$ cat config.mk
export PLATFORM = sky130hd
export DESIGN_NAME = counting_semaphore_table_flat
export DESIGN_NICKNAME = d
export VERILOG_FILES = /design/src/rtl/csem_pkg.sv /design/src/rtl/csem_if.sv /design/src/rtl/csem_ram.sv /design/src/rtl/csem_alu.sv /design/src/rtl/counting_semaphore_table.sv /design/src/flat_wrapper.sv
export SDC_FILE = /design/constraint.sdc
export NUM_CORES = 1
export LEC_CHECK = 0
export ABC_AREA = 1
export BUFFER_PORTS_ARGS = -buffer_cell sky130_fd_sc_hd__buf_2
export CELL_PAD_IN_SITES_DETAIL_PLACEMENT = 0
export CELL_PAD_IN_SITES_GLOBAL_PLACEMENT = 2
export CORE_MARGIN = 2
export CORE_UTILIZATION = 43
export DETAILED_ROUTE_END_ITERATION = 7
export PLACE_DENSITY = 0.85
export SLEW_MARGIN = 20
export SYNTH_ARGS = -nofsm -noshare
export SYNTH_HDL_FRONTEND = slang
export SYNTH_HIERARCHICAL = 1
export SYNTH_SLANG_ARGS = --single-unit
$ cat constraint.sdc
create_clock -name i_clk -period 6.8 [get_ports i_clk]
set_input_delay 0.68 -clock i_clk [delete_from_list [all_inputs] [get_ports i_clk]]
set_output_delay 0.68 -clock i_clk [all_outputs]
set_load 0.02 [all_outputs]
$ cat src/rtl/csem_pkg.sv
// Package for the counting semaphore table: sizes, codes and shared types.
package csem_pkg;

    localparam int NUM_ENTRIES = 16;
    localparam int IDX_W       = (NUM_ENTRIES > 1) ? $clog2(NUM_ENTRIES) : 1;

    // The free-entry search looks at one group of allocated flags per cycle.
    localparam int SCAN_W      = 8;
    localparam int SCAN_IW     = $clog2(SCAN_W);
    localparam int NUM_CHUNKS  = (NUM_ENTRIES + SCAN_W - 1) / SCAN_W;
    localparam int CHUNK_W     = (NUM_CHUNKS > 1) ? $clog2(NUM_CHUNKS) : 1;
    localparam int SCAN_SPAN   = NUM_CHUNKS * SCAN_W;

    localparam int ACTION_W    = 2;
    localparam int HANDLE_W    = 8;
    localparam int COUNT_W     = 16;
    localparam int TASK_W      = 8;
    localparam int STATUS_W    = 3;
    localparam int NH_W        = 4;

    localparam logic [HANDLE_W:0] HANDLE_LIMIT = (HANDLE_W + 1)'(NUM_ENTRIES);

    typedef enum logic [ACTION_W-1:0] {
        ACT_ALLOC = 2'd0,
        ACT_POST  = 2'd1,
        ACT_ACQ   = 2'd2,
        ACT_CLEAR = 2'd3
    } t_action;

    typedef enum logic [STATUS_W-1:0] {
        ST_OK        = 3'd0,
        ST_BLOCKED   = 3'd1,
        ST_BADHANDLE = 3'd2,
        ST_NOTALLOC  = 3'd3,
        ST_WAITING   = 3'd4,
        ST_FULL      = 3'd5,
        ST_OVERFLOW  = 3'd6
    } t_status;

    typedef enum logic {
        ALU_INC = 1'b0,
        ALU_DEC = 1'b1
    } t_alu_op;

    typedef struct packed {
        logic [COUNT_W-1:0] sum;
        logic               at_max;
        logic               at_zero;
    } t_alu_res;

    // One word of the entry store: waiter id and count side by side.
    typedef struct packed {
        logic [TASK_W-1:0]  task_id;
        logic [COUNT_W-1:0] count;
    } t_entry;

    localparam int ENTRY_W = $bits(t_entry);

endpackage

$ cat src/rtl/csem_if.sv
// Valid/ready channel interfaces for semaphore requests and responses.
interface csem_req_if;
    import csem_pkg::*;

    logic                valid;
    logic                ready;
    t_action             action;
    logic [HANDLE_W-1:0] handle;
    logic [COUNT_W-1:0]  init_count;
    logic [TASK_W-1:0]   task_id;

    modport source (output valid, action, handle, init_count, task_id, input ready);
    modport sink   (input valid, action, handle, init_count, task_id, output ready);
endinterface

interface csem_rsp_if;
    import csem_pkg::*;

    logic               valid;
    logic               ready;
    t_status            status;
    logic [NH_W-1:0]    new_handle;
    logic [COUNT_W-1:0] count_now;
    logic               woke;
    logic [TASK_W-1:0]  woken_task;

    modport source (output valid, status, new_handle, count_now, woke, woken_task,
                    input ready);
    modport sink   (input valid, status, new_handle, count_now, woke, woken_task,
                    output ready);
endinterface

$ cat src/rtl/csem_ram.sv
// Generic simple dual-port RAM with a registered read port.
module csem_ram #(
    parameter int WIDTH = 8,
    parameter int DEPTH = 16
) (
    input  logic                                    i_clk,
    input  logic                                    i_we,
    input  logic [((DEPTH > 1) ? $clog2(DEPTH) : 1)-1:0] i_waddr,
    input  logic [WIDTH-1:0]                        i_wdata,
    input  logic                                    i_re,
    input  logic [((DEPTH > 1) ? $clog2(DEPTH) : 1)-1:0] i_raddr,
    output logic [WIDTH-1:0]                        o_rdata
);
    logic [WIDTH-1:0] r_mem [DEPTH];
    logic [WIDTH-1:0] r_rdata;

    always_ff @(posedge i_clk) begin
        if (i_we) begin
            r_mem[i_waddr] <= i_wdata;
        end
        if (i_re) begin
            r_rdata <= r_mem[i_raddr];
        end
    end

    assign o_rdata = r_rdata;
endmodule

$ cat src/rtl/csem_alu.sv
// Shared count unit: increment or decrement, with at-max and at-zero flags on the operand.
module csem_alu (
    input  csem_pkg::t_alu_op               i_op,
    input  logic [csem_pkg::COUNT_W-1:0]    i_operand,
    output csem_pkg::t_alu_res              o_res
);
    import csem_pkg::*;

    always_comb begin
        o_res.at_max  = (i_operand == {COUNT_W{1'b1}});
        o_res.at_zero = (i_operand == '0);
        unique case (i_op)
            ALU_INC: o_res.sum = i_operand + COUNT_W'(1);
            ALU_DEC: o_res.sum = i_operand - COUNT_W'(1);
            default: o_res.sum = i_operand;
        endcase
    end
endmodule

$ cat src/rtl/counting_semaphore_table.sv
// Counting semaphore table: a request channel in, one response per request out.
// Requests arrive on i_req (valid/ready). Each carries an action (allocate,
// post, acquire or clear all), a handle, an initial count and a task id.
// Every accepted transaction produces exactly one response on o_rsp with a
// status, the new handle, the resulting count and any released waiter.
// Post, acquire and clear: the entry store is read in the accept cycle,
// the result is worked out in the execute state and the response is
// registered from there; a new request is taken only once this one is done.
// Allocate: the allocated flags are searched 8 entries per cycle, lowest
// first, and the response is registered from the scan state.
// i_req.ready is high only while the sequencer is idle.
// The response sits in an output register; if the receiver stalls, the next
// request is still accepted and worked on, and it waits at its last step
// until that register frees up.
// Reset clears the allocated and waiter flags, so every entry is free with
// a count of zero; the entry store itself needs no clearing pass, because
// an entry that is not allocated reads as a zero count.
module counting_semaphore_table (
    input logic       i_clk,
    input logic       i_rst_n,
    csem_req_if.sink  i_req,
    csem_rsp_if.source o_rsp
);
    import csem_pkg::*;

    typedef enum logic [2:0] {
        S_IDLE = 3'b001,
        S_EXEC = 3'b010,
        S_SCAN = 3'b100
    } t_state;

    t_state              r_state, n_state;
    t_action             r_action;
    logic [HANDLE_W-1:0] r_handle;
    logic [COUNT_W-1:0]  r_init;
    logic [TASK_W-1:0]   r_task;
    logic [CHUNK_W-1:0]  r_chunk;
    logic [NUM_ENTRIES-1:0] r_alloc;
    logic [NUM_ENTRIES-1:0] r_waiter;

    logic                r_out_valid;
    t_status             r_out_status;
    logic [NH_W-1:0]     r_out_nh;
    logic [COUNT_W-1:0]  r_out_cnt;
    logic                r_out_woke;
    logic [TASK_W-1:0]   r_out_wtask;

    logic                w_accept;
    logic                w_out_free;
    logic                w_fin;
    logic                w_done;
    t_entry              w_rdata;
    logic [IDX_W-1:0]    w_idx;
    logic                w_bad;
    logic                w_ent_alloc;
    logic                w_ent_wait;
    logic [COUNT_W-1:0]  w_count;
    t_alu_op             w_alu_op;
    t_alu_res            w_alu;

    logic [SCAN_SPAN-1:0] w_pad;
    logic [SCAN_W-1:0]   w_chunk;
    logic                w_found;
    logic [SCAN_IW-1:0]  w_sel;
    logic [CHUNK_W+SCAN_IW-1:0] w_scan_full;
    logic [IDX_W-1:0]    w_scan_idx;
    logic                w_last_chunk;

    logic                w_we;
    logic [IDX_W-1:0]    w_waddr;
    t_entry              w_wdata;
    logic                w_set_alloc;
    logic                w_clr_all;
    logic                w_set_wait;
    logic                w_clr_wait;
    logic [IDX_W-1:0]    w_flag_idx;
    t_status             w_status;
    logic [NH_W-1:0]     w_nh;
    logic [COUNT_W-1:0]  w_cnt;
    logic                w_woke;
    logic [TASK_W-1:0]   w_wtask;

    assign w_accept   = i_req.valid && i_req.ready;
    assign w_out_free = !r_out_valid || o_rsp.ready;
    assign w_done     = w_fin && w_out_free;

    csem_ram #(
        .WIDTH (ENTRY_W),
        .DEPTH (NUM_ENTRIES)
    ) u_store (
        .i_clk   (i_clk),
        .i_we    (w_we && w_out_free),
        .i_waddr (w_waddr),
        .i_wdata (w_wdata),
        .i_re    (w_accept),
        .i_raddr (i_req.handle[IDX_W-1:0]),
        .o_rdata (w_rdata)
    );

    // Addressed entry; a free entry always reads as a zero count.
    assign w_idx       = r_handle[IDX_W-1:0];
    assign w_bad       = ({1'b0, r_handle} >= HANDLE_LIMIT);
    assign w_ent_alloc = r_alloc[w_idx];
    assign w_ent_wait  = r_waiter[w_idx];
    assign w_count     = w_ent_alloc ? w_rdata.count : '0;
    assign w_alu_op    = (r_action == ACT_POST) ? ALU_INC : ALU_DEC;

    csem_alu u_alu (
        .i_op      (w_alu_op),
        .i_operand (w_count),
        .o_res     (w_alu)
    );

    // Lowest free entry within the current group of flags.
    always_comb begin
        w_pad = '1;
        for (int k = 0; k < NUM_ENTRIES; k++) begin
            w_pad[k] = r_alloc[k];
        end
        w_chunk = w_pad[{r_chunk, SCAN_IW'(0)} +: SCAN_W];
        w_found = 1'b0;
        w_sel   = '0;
        for (int j = SCAN_W - 1; j >= 0; j--) begin
            if (!w_chunk[j]) begin
                w_found = 1'b1;
                w_sel   = SCAN_IW'(j);
            end
        end
    end

    assign w_scan_full  = {r_chunk, w_sel};
    assign w_scan_idx   = w_scan_full[IDX_W-1:0];
    assign w_last_chunk = (r_chunk == CHUNK_W'(NUM_CHUNKS - 1));

    always_comb begin
        w_fin       = 1'b0;
        w_we        = 1'b0;
        w_waddr     = w_idx;
        w_wdata     = w_rdata;
        w_set_alloc = 1'b0;
        w_clr_all   = 1'b0;
        w_set_wait  = 1'b0;
        w_clr_wait  = 1'b0;
        w_flag_idx  = w_idx;
        w_status    = ST_OK;
        w_nh        = '0;
        w_cnt       = '0;
        w_woke      = 1'b0;
        w_wtask     = '0;
        priority if (r_state == S_SCAN) begin
            w_fin = w_found || w_last_chunk;
            if (w_found) begin
                w_we          = 1'b1;
                w_waddr       = w_scan_idx;
                w_wdata.task_id = '0;
                w_wdata.count = r_init;
                w_set_alloc   = 1'b1;
                w_clr_wait    = 1'b1;
                w_flag_idx    = w_scan_idx;
                w_nh          = NH_W'(w_scan_full);
                w_cnt         = r_init;
            end else begin
                w_status = ST_FULL;
            end
        end else if (r_state == S_EXEC) begin
            w_fin = 1'b1;
            priority if (r_action == ACT_CLEAR) begin
                w_clr_all = 1'b1;
            end else if (w_bad) begin
                w_status = ST_BADHANDLE;
            end else if (!w_ent_alloc) begin
                w_status = ST_NOTALLOC;
                w_cnt    = w_count;
            end else if (r_action == ACT_POST) begin
                w_cnt = w_count;
                priority if (w_ent_wait) begin
                    w_clr_wait = 1'b1;
                    w_woke     = 1'b1;
                    w_wtask    = w_rdata.task_id;
                end else if (w_alu.at_max) begin
                    w_status = ST_OVERFLOW;
                end else begin
                    w_we          = 1'b1;
                    w_wdata.count = w_alu.sum;
                    w_cnt         = w_alu.sum;
                end
            end else begin
                w_cnt = w_count;
                priority if (w_ent_wait) begin
                    w_status = ST_WAITING;
                end else if (!w_alu.at_zero) begin
                    w_we          = 1'b1;
                    w_wdata.count = w_alu.sum;
                    w_cnt         = w_alu.sum;
                end else begin
                    w_we            = 1'b1;
                    w_wdata.task_id = r_task;
                    w_set_wait      = 1'b1;
                    w_status        = ST_BLOCKED;
                end
            end
        end else begin
            w_fin = 1'b0;
        end
    end

    always_comb begin
        n_state = r_state;
        unique case (r_state)
            S_IDLE: begin
                if (w_accept) begin
                    n_state = (i_req.action == ACT_ALLOC) ? S_SCAN : S_EXEC;
                end
            end
            S_EXEC: begin
                if (w_done) begin
                    n_state = S_IDLE;
                end
            end
            S_SCAN: begin
                if (w_done) begin
                    n_state = S_IDLE;
                end
            end
            default: n_state = S_IDLE;
        endcase
    end

    always_ff @(posedge i_clk) begin
        if (!i_rst_n) begin
            r_state     <= S_IDLE;
            r_chunk     <= '0;
            r_alloc     <= '0;
            r_waiter    <= '0;
            r_out_valid <= 1'b0;
        end else begin
            r_state <= n_state;
            if (w_accept || w_done) begin
                r_chunk <= '0;
            end else if (r_state == S_SCAN && !w_fin) begin
                r_chunk <= r_chunk + CHUNK_W'(1);
            end
            if (w_done) begin
                if (w_clr_all) begin
                    r_alloc  <= '0;
                    r_waiter <= '0;
                end
                if (w_set_alloc) begin
                    r_alloc[w_flag_idx] <= 1'b1;
                end
                if (w_set_wait) begin
                    r_waiter[w_flag_idx] <= 1'b1;
                end
                if (w_clr_wait) begin
                    r_waiter[w_flag_idx] <= 1'b0;
                end
            end
            if (w_done) begin
                r_out_valid <= 1'b1;
            end else if (o_rsp.ready) begin
                r_out_valid <= 1'b0;
            end
        end
    end

    always_ff @(posedge i_clk) begin
        if (w_accept) begin
            r_action <= i_req.action;
            r_handle <= i_req.handle;
            r_init   <= i_req.init_count;
            r_task   <= i_req.task_id;
        end
        if (w_done) begin
            r_out_status <= w_status;
            r_out_nh     <= w_nh;
            r_out_cnt    <= w_cnt;
            r_out_woke   <= w_woke;
            r_out_wtask  <= w_wtask;
        end
    end

    assign i_req.ready      = (r_state == S_IDLE);
    assign o_rsp.valid      = r_out_valid;
    assign o_rsp.status     = r_out_status;
    assign o_rsp.new_handle = r_out_nh;
    assign o_rsp.count_now  = r_out_cnt;
    assign o_rsp.woke       = r_out_woke;
    assign o_rsp.woken_task = r_out_wtask;

`ifndef SYNTHESIS
    // A waiter can only be recorded on an allocated entry.
    a_waiter_alloc: assert property (@(posedge i_clk) disable iff (!i_rst_n)
        (r_waiter & ~r_alloc) == '0)
        else $error("waiter flag set on a free entry");

    // A released waiter is always reported with an ok status.
    a_woke_ok: assert property (@(posedge i_clk) disable iff (!i_rst_n)
        (r_out_valid && o_rsp.woke) |-> (o_rsp.status == ST_OK))
        else $error("wake reported with a failing status");

    // A successful allocate leaves the chosen entry allocated.
    a_alloc_set: assert property (@(posedge i_clk) disable iff (!i_rst_n)
        (w_done && w_set_alloc) |=> r_alloc[$past(w_flag_idx)])
        else $error("allocated entry not marked");

    // A response is only loaded by a request that is being worked on.
    a_load_busy: assert property (@(posedge i_clk) disable iff (!i_rst_n)
        w_done |-> (r_state != S_IDLE) && !i_req.ready)
        else $error("response loaded while idle");
`endif
endmodule
$ cat src/flat_wrapper.sv
// flat-port wrapper written by rule: the top's interface ports become plain ports
module counting_semaphore_table_flat import csem_pkg::*;
  (i_clk, i_rst_n, i_req_valid, i_req_action, i_req_handle, i_req_init_count, i_req_task_id, i_req_ready, o_rsp_valid, o_rsp_status, o_rsp_new_handle, o_rsp_count_now, o_rsp_woke, o_rsp_woken_task, o_rsp_ready);
  csem_req_if i_req_i ();
  csem_rsp_if o_rsp_i ();
  input logic i_clk;
  input logic i_rst_n;
  input wire logic [$bits(i_req_i.valid)-1:0] i_req_valid;
  input wire logic [$bits(i_req_i.action)-1:0] i_req_action;
  input wire logic [$bits(i_req_i.handle)-1:0] i_req_handle;
  input wire logic [$bits(i_req_i.init_count)-1:0] i_req_init_count;
  input wire logic [$bits(i_req_i.task_id)-1:0] i_req_task_id;
  output wire logic [$bits(i_req_i.ready)-1:0] i_req_ready;
  output wire logic [$bits(o_rsp_i.valid)-1:0] o_rsp_valid;
  output wire logic [$bits(o_rsp_i.status)-1:0] o_rsp_status;
  output wire logic [$bits(o_rsp_i.new_handle)-1:0] o_rsp_new_handle;
  output wire logic [$bits(o_rsp_i.count_now)-1:0] o_rsp_count_now;
  output wire logic [$bits(o_rsp_i.woke)-1:0] o_rsp_woke;
  output wire logic [$bits(o_rsp_i.woken_task)-1:0] o_rsp_woken_task;
  input wire logic [$bits(o_rsp_i.ready)-1:0] o_rsp_ready;
  assign i_req_i.valid = i_req_valid;
  assign i_req_i.action = i_req_action;
  assign i_req_i.handle = i_req_handle;
  assign i_req_i.init_count = i_req_init_count;
  assign i_req_i.task_id = i_req_task_id;
  assign i_req_ready = i_req_i.ready;
  assign o_rsp_valid = o_rsp_i.valid;
  assign o_rsp_status = o_rsp_i.status;
  assign o_rsp_new_handle = o_rsp_i.new_handle;
  assign o_rsp_count_now = o_rsp_i.count_now;
  assign o_rsp_woke = o_rsp_i.woke;
  assign o_rsp_woken_task = o_rsp_i.woken_task;
  assign o_rsp_i.ready = o_rsp_ready;
  counting_semaphore_table u_core (.i_clk(i_clk), .i_rst_n(i_rst_n), .i_req(i_req_i), .o_rsp(o_rsp_i));
endmodule
==> results of run 1 <==
-- area by class of cell --
cell class | count | area [sq um] | area share (%)
timing repair buffer | 96 | 552 | 2.02
sequential | 511 | 15000 | 54.9
inverter | 430 | 1630 | 5.96
multi-input combinational | 1615 | 7420 | 27.2
tap | 756 | 946 | 3.47
clock buffer | 70 | 1430 | 5.25
clock inverter | 30 | 319 | 1.17
-- synth_stat cells, types with 12 or more instances --
cell | number | area share [%]
nand3_1 | 363 | 7.4
dfxtp_1 | 37 | 3.0
inv_1 | 417 | 6.4
nor2_1 | 102 | 1.6
nand2_2 | 15 | 0.38
buf_4 | 22 | 0.67
clkbuf_1 | 24 | 0.37
a22oi_1 | 12 | 0.37
nand2_1 | 911 | 14
edfxtp_1 | 474 | 58
o211ai_1 | 13 | 0.40
a21oi_1 | 61 | 1.2
o21ai_0 | 45 | 0.92
ha_1 | 14 | 0.71
buf_2 | 53 | 1.1
-- worst reg2reg max path, cell delays in order, from the launching register on --
cell      delay (ns)
edfxtp_1        0.77
inv_2           0.24
nand2_1         0.12
nand3_1         0.08
nand3_1         0.09
nand3_1         0.12
nand2_4         0.27
nand3_4         0.22
inv_2           0.49
a21oi_1         0.15
nor3_1          0.54
nand3b_1        0.43
nor2_4          0.96
-- final timing paths --
path,to,slack (ns),cells past startpoint
setup / recovery,u_core/u_store/r_mem[8][9]$_DFFE_PP_,1.90,12
hold / removal,u_core/r_handle[5]$_DFFE_PP_,0.23,1
setup reg to reg,u_core/u_store/r_mem[8][9]$_DFFE_PP_,1.90,12
hold reg to reg,u_core/r_waiter[11]$_SDFFE_PN0P_,0.47,2
-- power groups by stage --
| stage | Sequential, uW | Combinational (uW) | Clock, uW |
|---|---|---|---|
| after floorplan | 3600 | 519 | 0 |
| after global placement | 3610 | 754 | 0 |
| after detailed placement | 3610 | 756 | 0 |
| after CTS | 3540 | 760 | 3000 |
| after global routing | 3540 | 849 | 3100 |
| final | 3540 | 760 | 2930 |
-- metrics by stage --
stage / power, uW / utilization [%] / setup slack, ns
6_report: 7230 / 48.4 / 1.90
5_1_grt: 7490 / 48.4 / 1.56
4_1_cts: 7300 / 48.4 / 1.91
3_5_place_dp: 4360 / 45.2 / 1.96
3_3_place_gp: 4360 / 45.2 / 2.03
2_1_floorplan: 4120 / - / 2.86
-- sequential cells by signal, indices dropped and copies added (netlist names) --
signal	flops
u_core/u_store/r_mem	384
u_core/u_store/o_rdata	24
u_core/o_rsp.count_now	16
u_core/r_alloc	16
u_core/r_init	16
u_core/r_waiter	16
u_core/o_rsp.woken_task	8
u_core/r_handle	8
u_core/r_task	8
u_core/o_rsp.new_handle	4
u_core/o_rsp.status	3
u_core/r_state	3
u_core/r_action	2
u_core/o_rsp.valid	1
u_core/o_rsp.woke	1
u_core/r_chunk	1
-- cells by family after synthesis --
kind of cell | after synthesis | share of synthesized area, %
flops | 511 | 61.1
simple gates | 1439 | 25.1
fa+ha+maj | 15 | 0.796
compound gates | 153 | 3.61
xor+xnor | 8 | 0.286
buf+inv | 544 | 9.17
-- routing by layer --
layer | global-route usage, % | vias up | wire, microns
met5 | 0 | - | 0
met1 | 31.9 | 8365 | 30300
li1 | - | 8708 | -
met4 | 6.64 | 0 | 1660
met3 | 2.36 | 102 | 3590
met2 | 36.3 | 526 | 30600
==> run summary, run 1 <==
Final min period - 4.90 ns
first-pass GRT wire length - 101000 microns
Post-synth EDFFs - 474
Cell Pwr Density - 265 mW/mm^2
RePlAce Congestion - 0.874
Clock power frac - 40.5%
Synth cell types - 44
clk slew on worst S/H paths - 0.06 ns
root buf cell - clkbuf_16
# Max-Cap Violations - 0
1st-iter DRT viols - 1299
die area - 0.0590 sq mm
post_cts resized - 0
endpoint class of the critical path - flip-flop
Final ANT Viol Nets - 0
Crit. Startpoint - u_core/r_handle[0]$_DFFE_PP_
Mean Syn Cell Area - 9.18 sq um
FILL cells - 5316
flops & latches, synth - 511
Top Ports - 72
ANT cells - 0
CP delay by family, top - simple AND/OR/NAND/NOR gates
Num CTS Buffers - 54
Power Internal - 5390 uW
area delta synth->final - 11.2%
clk sink count - 511
Hold Crit Start - i_req_handle[5]
DP HPWL - 40400 microns
Startpoint Class - flip-flop
crit path max fanout - 32
CTS hold repair buffers - 0
TritonCTS clock tree - built
placed insts - 3407
wire per inst - 18.9 microns
Worst Tran Pin Value - 1.11 ns
Synth Instances - 2670
vias in the first global route - 17100
Cell Area, Synth - 0.0245 sq mm
Slew headroom - 26.0%
type of the most critical hold path - primary input to flip-flop
drt pass-1 iters - 7
maximum vdd ir drop - 0.201 mV
area post-placement - 0.0255 sq mm
r2r startpoint - u_core/r_handle[0]$_DFFE_PP_
total gr overflow - 0
Warnings, synthesis - 6
Leak Pwr - 0.0117 uW
residual DRC count - 0
CP most frequent cell - nand3_1
Reg power frac - 49.0%
H-tree Lvls - 2
status - finished, final reports clean
setup TNS - 0 ns
largest net degree at the start of global routing - 104
slowest stage cell, crit path - nor2_4
setup violators final - 0
final cycle utilization of the critical path - 72.1%
setup bufs post-CTS - 0
Initial Util - 43.5%
combinational power share - 10.5%
Nets - 2761
latest clock arrival within the worst-skew pair - 0.63 ns
CP cell instances - inv_2, nand2_1, nand3_1, nand3_1, nand3_1, nand2_4, nand3_4, inv_2, a21oi_1, nor3_1, nand3b_1, nor2_4
CP Data Arrival Time - 5.12 ns
sequential area share after synthesis - 61.1%
Hold Slack - 0.228 ns
routed wire length - 66100 microns
Crit Path Category - flip-flop to flip-flop
Slew Viols, Final - 0
Core Area - 0.0564 sq mm
commonest non-fill, non-tap cell in the layout - nand2_1
Via density - 5.05
row cnt - 87
syn nets - 2723
Critical Path RT - 7.02 ns
Bufs on Longest Clock Path - 3
CP bufs+invs - 2
Die Span Y - 243 microns
Fmax - 204 MHz
worst clock skew - 0.0359 ns
Final Hold Viols - 0
slowest stage delay, CP - 0.96 ns
unrepaired setup endpoints after global routing - no
Finished Cell Area - 0.0273 sq mm
share of layout cells above drive strength 1 - 9.41%
# port buffers - 71
die width - 243 microns
Psw - 1830 uW
total vias in the final route - 17700
Post-Layout Cell Count - 3508
Sw Share - 25.4%
main flop type after synthesis - edfxtp_1
initial antenna violation count - 1
most frequent cells in the layout - 911 x nand2_1, 474 x edfxtp_1, 415 x inv_1
FFs w/ async S/R, synth - 0%
GRT Overall Usage - 22.4%
No activity file was read; power rests on OpenSTA's default activity.
==> run 2: changes to the inputs <==
--- a/config.mk
+++ b/config.mk
@@ -10,9 +10,9 @@
 export CELL_PAD_IN_SITES_DETAIL_PLACEMENT = 0
 export CELL_PAD_IN_SITES_GLOBAL_PLACEMENT = 2
 export CORE_MARGIN = 2
-export CORE_UTILIZATION = 43
+export CORE_UTILIZATION = 40
 export DETAILED_ROUTE_END_ITERATION = 7
-export PLACE_DENSITY = 0.85
+export PLACE_DENSITY = 0.8
 export SLEW_MARGIN = 20
 export SYNTH_ARGS = -nofsm -noshare
 export SYNTH_HDL_FRONTEND = slang
==> constraint.sdc (replaced) <==
create_clock -name i_clk -period 4.9 [get_ports i_clk]
set_input_delay 0.49 -clock i_clk [delete_from_list [all_inputs] [get_ports i_clk]]
set_output_delay 0.49 -clock i_clk [all_outputs]
set_load 0.02 [all_outputs]
==> run summary, run 2 (synthesis gave the netlist of run 1 again) <==
Slew Viols, Final - 0
Die Span Y - 252 microns
vias in the first global route - 17300
first-pass GRT wire length - 104000 microns
setup bufs post-CTS - 0
clk slew on worst S/H paths - 0.06 ns
dpl ws - 0.632 ns
1st-iter DRT viols - 1230
setup TNS - 0 ns
commonest non-fill, non-tap cell in the layout - nand2_1
RePlAce Congestion - 0.851
type of the most critical hold path - primary input to flip-flop
Bufs on Longest Clock Path - 3
Post-Layout Cell Count - 3573
Startpoint Class - flip-flop
CP most frequent cell - nand2_1
Core Area - 0.0605 sq mm
ANT cells - 0
CP cell instances - buf_4, nor2_1, nor2_1, nand2_1, nand3_1, nand3_1, nand2_4, inv_1, nor2_1, nand4_1, nor4_1, buf_4, inv_1, nand2_1, nand2_1, nand2_1, nor2_1, nor2_1, nand2_1, nand2_1
setup violators final - 0
Top Ports - 72
routed wire length - 68000 microns
Cell Pwr Density - 363 mW/mm^2
# port buffers - 71
wire per inst - 19.0 microns
initial antenna violation count - 1
maximum vdd ir drop - 0.268 mV
Most flops, register - u_core/u_store/r_mem
row cnt - 90
Critical Path RT - 5.23 ns
most frequent cells in the layout - 911 x nand2_1, 474 x edfxtp_1, 415 x inv_1
worst clock skew - 0.0448 ns
GRT Overall Usage - 21.6%
share of layout cells above drive strength 1 - 10.4%
Nets - 2803
clk sink count - 511
slowest stage delay, CP - 0.55 ns
Crit. Startpoint - u_core/r_handle[0]$_DFFE_PP_
root buf cell - clkbuf_16
Final WS setup - 0.661 ns
met2 global-route usage - 34.7%
area delta synth->final - 13.5%
die area - 0.0633 sq mm
H-tree Lvls - 2
global route hottest layer - met2
largest net degree at the start of global routing - 108
status - finished, final reports clean
die width - 252 microns
Final Hold Viols - 0
met3 Resource Use GR - 2.67%
Initial Util - 40.6%
drt pass-1 iters - 5
latest clock arrival within the worst-skew pair - 0.64 ns
Final ANT Viol Nets - 0
CTS hold repair buffers - 6
final cycle utilization of the critical path - 86.5%
r2r startpoint - u_core/r_handle[0]$_DFFE_PP_
Slew headroom - 33.1%
TritonCTS clock tree - built
total gr overflow - 0
Worst Tran Pin Value - 1.00 ns
residual DRC count - 0
Fmax - 236 MHz
CP delay by family, top - simple AND/OR/NAND/NOR gates
Hold Slack - 0.0423 ns
post_cts resized - 0
# Max-Cap Violations - 0
endpoint class of the critical path - flip-flop
Final min period - 4.24 ns
Leak Pwr - 0.0120 uW
placed insts - 3467
Crit Path Category - flip-flop to flip-flop
Via density - 5.01
Num CTS Buffers - 56
crit path max fanout - 21
unrepaired setup endpoints after global routing - no
CP bufs+invs - 4
M1 GR Usage - 30.8%
total vias in the final route - 17900
CP Data Arrival Time - 4.57 ns
DP HPWL - 41800 microns
max reg flops - 384
slowest stage cell, crit path - nand2_1
Hold Crit Start - i_req_task_id[7]
Power Total - 10100 uW
==> run 2: layout make-up <==
cell class,instances,area [sq um]
Multi-Input combinational cell,1615,7420
Sequential cell,511,15000
Fill cell,5695,32600
Inverter,430,1630
Clock buffer,69,1470
Timing Repair Buffer,136,1020
Tap cell,782,978
Clock inverter,30,332
==> run 2: per-layer routing <==
layer,part of all wire (%),up-vias
met3,5.0,109
met4,2.4,0
met5,0,-
met1,47,8541
li1,-,8802
met2,46,451
==> run 2: worst paths after layout <==
path         cells after the start  slack [ns]                                     end
min                              1        0.04              u_core/r_task[7]$_DFFE_PP_
min reg2reg                      2        0.47          u_core/r_alloc[4]$_SDFFE_PN0P_
max reg2reg                     20        0.66  u_core/u_store/r_mem[12][15]$_DFFE_PP_
max                             20        0.66  u_core/u_store/r_mem[12][15]$_DFFE_PP_
==> run 2: report_power, final <==
group / switching (uW) / total [uW] / leakage (uW) / internal [uW]
Clock: 1740 / 4140 / 0.000870 / 2400
Sequential: 34.0 / 4910 / 0.00461 / 4870
Combinational: 768 / 1050 / 0.00653 / 284
Total: 2550 / 10100 / 0.0120 / 7550
==> run 2: metrics by stage <==
| stage | cell area (sq um) | util [%] |
|---|---|---|
| after floorplan | 24500 | - |
| after global placement | 26000 | 42.9 |
| after detailed placement | 26000 | 42.9 |
| after CTS | 27800 | 46.0 |
| after global routing | 27800 | 46.0 |
| final | 27800 | 46.0 |
==> run 3: changes to the inputs <==
--- a/config.mk
+++ b/config.mk
@@ -13,6 +13,7 @@
 export CORE_UTILIZATION = 40
 export DETAILED_ROUTE_END_ITERATION = 7
 export PLACE_DENSITY = 0.8
+export REMOVE_ABC_BUFFERS = 1
 export SLEW_MARGIN = 20
 export SYNTH_ARGS = -nofsm -noshare
 export SYNTH_HDL_FRONTEND = slang
==> constraint.sdc (replaced) <==
create_clock -name i_clk -period 4.9 [get_ports i_clk]
set_input_delay 0 -clock i_clk [delete_from_list [all_inputs] [get_ports i_clk]]
set_output_delay 0 -clock i_clk [all_outputs]
set_load 0.02 [all_outputs]
==> run summary, run 3 (synthesis gave the netlist of run 1 again) <==
area delta synth->final - 14.8%
initial antenna violation count - 2
fin util - 46.6%
clk sink count - 511
setup bufs post-CTS - 0
wire per inst - 19.2 microns
GRT Overall Usage - 21.8%
RePlAce Congestion - 0.913
max reg flops - 384
residual DRC count - 0
row cnt - 90
share of layout cells above drive strength 1 - 10.3%
combinational power share - 10.5%
unrepaired setup endpoints after global routing - no
Most flops, register - u_core/u_store/r_mem
vias in the first global route - 17500
type of the most critical hold path - primary input to flip-flop
commonest non-fill, non-tap cell in the layout - nand2_1
r2r startpoint - u_core/r_handle[0]$_DFFE_PP_
Num CTS Buffers - 55
Initial Util - 40.6%
Hold Path Stages - 5
Critical Path RT - 5.23 ns
Nets - 2822
DP HPWL - 40800 microns
Clock power frac - 41.9%
Crit Path Category - flip-flop to flip-flop
Final ANT Viol Nets - 0
WHS Endpoint - u_core/u_store/o_rdata[13]$_DFFE_PP_
CP Data Arrival Time - 4.58 ns
Top Ports - 72
Worst Tran Pin Value - 1.05 ns
drt pass-1 iters - 5
largest net degree at the start of global routing - 130
Core Area - 0.0605 sq mm
Power Internal - 7730 uW
# port buffers - 71
Reg2Reg Setup Slack - 0.64 ns
setup TNS - 0 ns
total gr overflow - 0
Die Span Y - 252 microns
most frequent cells in the layout - 911 x nand2_1, 474 x edfxtp_1, 415 x inv_1
Psw - 2580 uW
Via density - 5.01
post_cts resized - 0
FF-to-FF End - u_core/u_store/r_mem[5][7]$_DFFE_PP_
Fmax - 235 MHz
Sw Share - 25.0%
Startpoint Class - flip-flop
maximum vdd ir drop - 0.275 mV
status - finished, final reports clean
1st-iter DRT viols - 1460
H-tree Lvls - 2
die area - 0.0633 sq mm
die width - 252 microns
Hold Crit Start - i_req_handle[1]
Final min period - 4.26 ns
Power Total - 10300 uW
first-pass GRT wire length - 105000 microns
latest clock arrival within the worst-skew pair - 0.62 ns
Leak Pwr - 0.0121 uW
Slew Viols, Final - 0
Bufs on Longest Clock Path - 3
worst r2r path cells - 17
crit path max fanout - 21
endpoint class of the critical path - flip-flop
total vias in the final route - 18000
root buf cell - clkbuf_16
Slew headroom - 29.9%
Reg power frac - 47.6%
Final Hold Viols - 0
# Max-Cap Violations - 0
Cell Pwr Density - 366 mW/mm^2
setup violators final - 0
final cycle utilization of the critical path - 86.9%
worst clock skew - 0.0156 ns
TritonCTS clock tree - built
CTS hold repair buffers - 33
clk slew on worst S/H paths - 0.06 ns
routed wire length - 69200 microns
==> run 3: changes by cell type in the layout (fill, tap and decap cells not counted), moves of 2 or more <==
cell,delta
clkbuf_16,-2
diode_2,+2
clkbuf_1,-6
dlygate4sd3_1,+27
buf_4,-10
bufinv_16,+4
clkinv_2,+3
clkinv_1,+3
buf_12,+2
clkbuf_8,+2
==> run 3: power by group through the flow <==
stage,Sequential (uW),Clock [uW],Combinational (uW)
after floorplan,4990,0,651
after global placement,5000,0,1050
after detailed placement,5000,0,1050
after CTS,4910,4430,1080
after global routing,4910,4590,1200
final,4910,4320,1080
==> run 3: cell type report <==
cell class	instances	area (sq um)
multi-input combinational	1615	7420
sequential	511	15000
clock buffer	63	1430
antenna	2	5.00
clock inverter	39	462
timing repair buffer	156	1260
inverter	430	1630
fill	5735	32300
tap	782	978
==> run 3: worst max-delay path by stage <==
| stage | start | end | slack, ns | cells past startpoint |
|---|---|---|---|---|
| final | u_core/r_handle[0]$_DFFE_PP_ | u_core/u_store/r_mem[5][7]$_DFFE_PP_ | 0.64 | 17 |
| after global routing | u_core/r_handle[0]$_DFFE_PP_ | u_core/u_store/r_mem[4][3]$_DFFE_PP_ | 0.28 | 19 |
| after CTS | u_core/r_handle[0]$_DFFE_PP_ | u_core/u_store/r_mem[12][14]$_DFFE_PP_ | 0.59 | 23 |
| after detailed placement | u_core/r_handle[0]$_DFFE_PP_ | u_core/u_store/r_mem[5][14]$_DFFE_PP_ | 0.64 | 25 |
| after global placement | u_core/r_handle[0]$_DFFE_PP_ | u_core/u_store/r_mem[4][14]$_DFFE_PP_ | 0.68 | 23 |
| after floorplan | u_core/r_action[1]$_DFFE_PP_ | u_core/u_store/r_mem[0][14]$_DFFE_PP_ | 0.44 | 18 |
==> run 3: critical path, stage by stage, from the launching register on <==
cell and delay, ns:
edfxtp_1 0.55, inv_2 0.24, nand2_1 0.08, nand3_1 0.07
nand3_1 0.08, nand3_1 0.13, nand2_4 0.19, nand2_1 0.17
inv_1 0.11, nand4_1 0.12, nor4_1 0.08, buf_4 0.16
nor2_1 0.80, buf_4 0.30, a21oi_1 0.10, o21ai_0 0.18
nand2_1 0.07, nand2_1 0.51
==> run 3: per-stage QoR <==
stage                     hold WS (ns)  instances  setup WS, ns  area, sq um
after floorplan                 0.0762       2556         0.445        23900
after global placement           0.177       3460         0.679        25900
after detailed placement         0.178       3460         0.642        25900
after CTS                       0.0221       3595         0.589        28100
after global routing            0.0560       3596         0.283        28200
final                           0.0605       3598         0.643        28200
==> run 3: metal layers <==
metal / share of wire [%] / GRT usage (%)
met1: 46 / 30.1
met2: 46 / 35.8
met4: 2.5 / 6.51
met3: 4.8 / 2.78
met5: 0 / 0
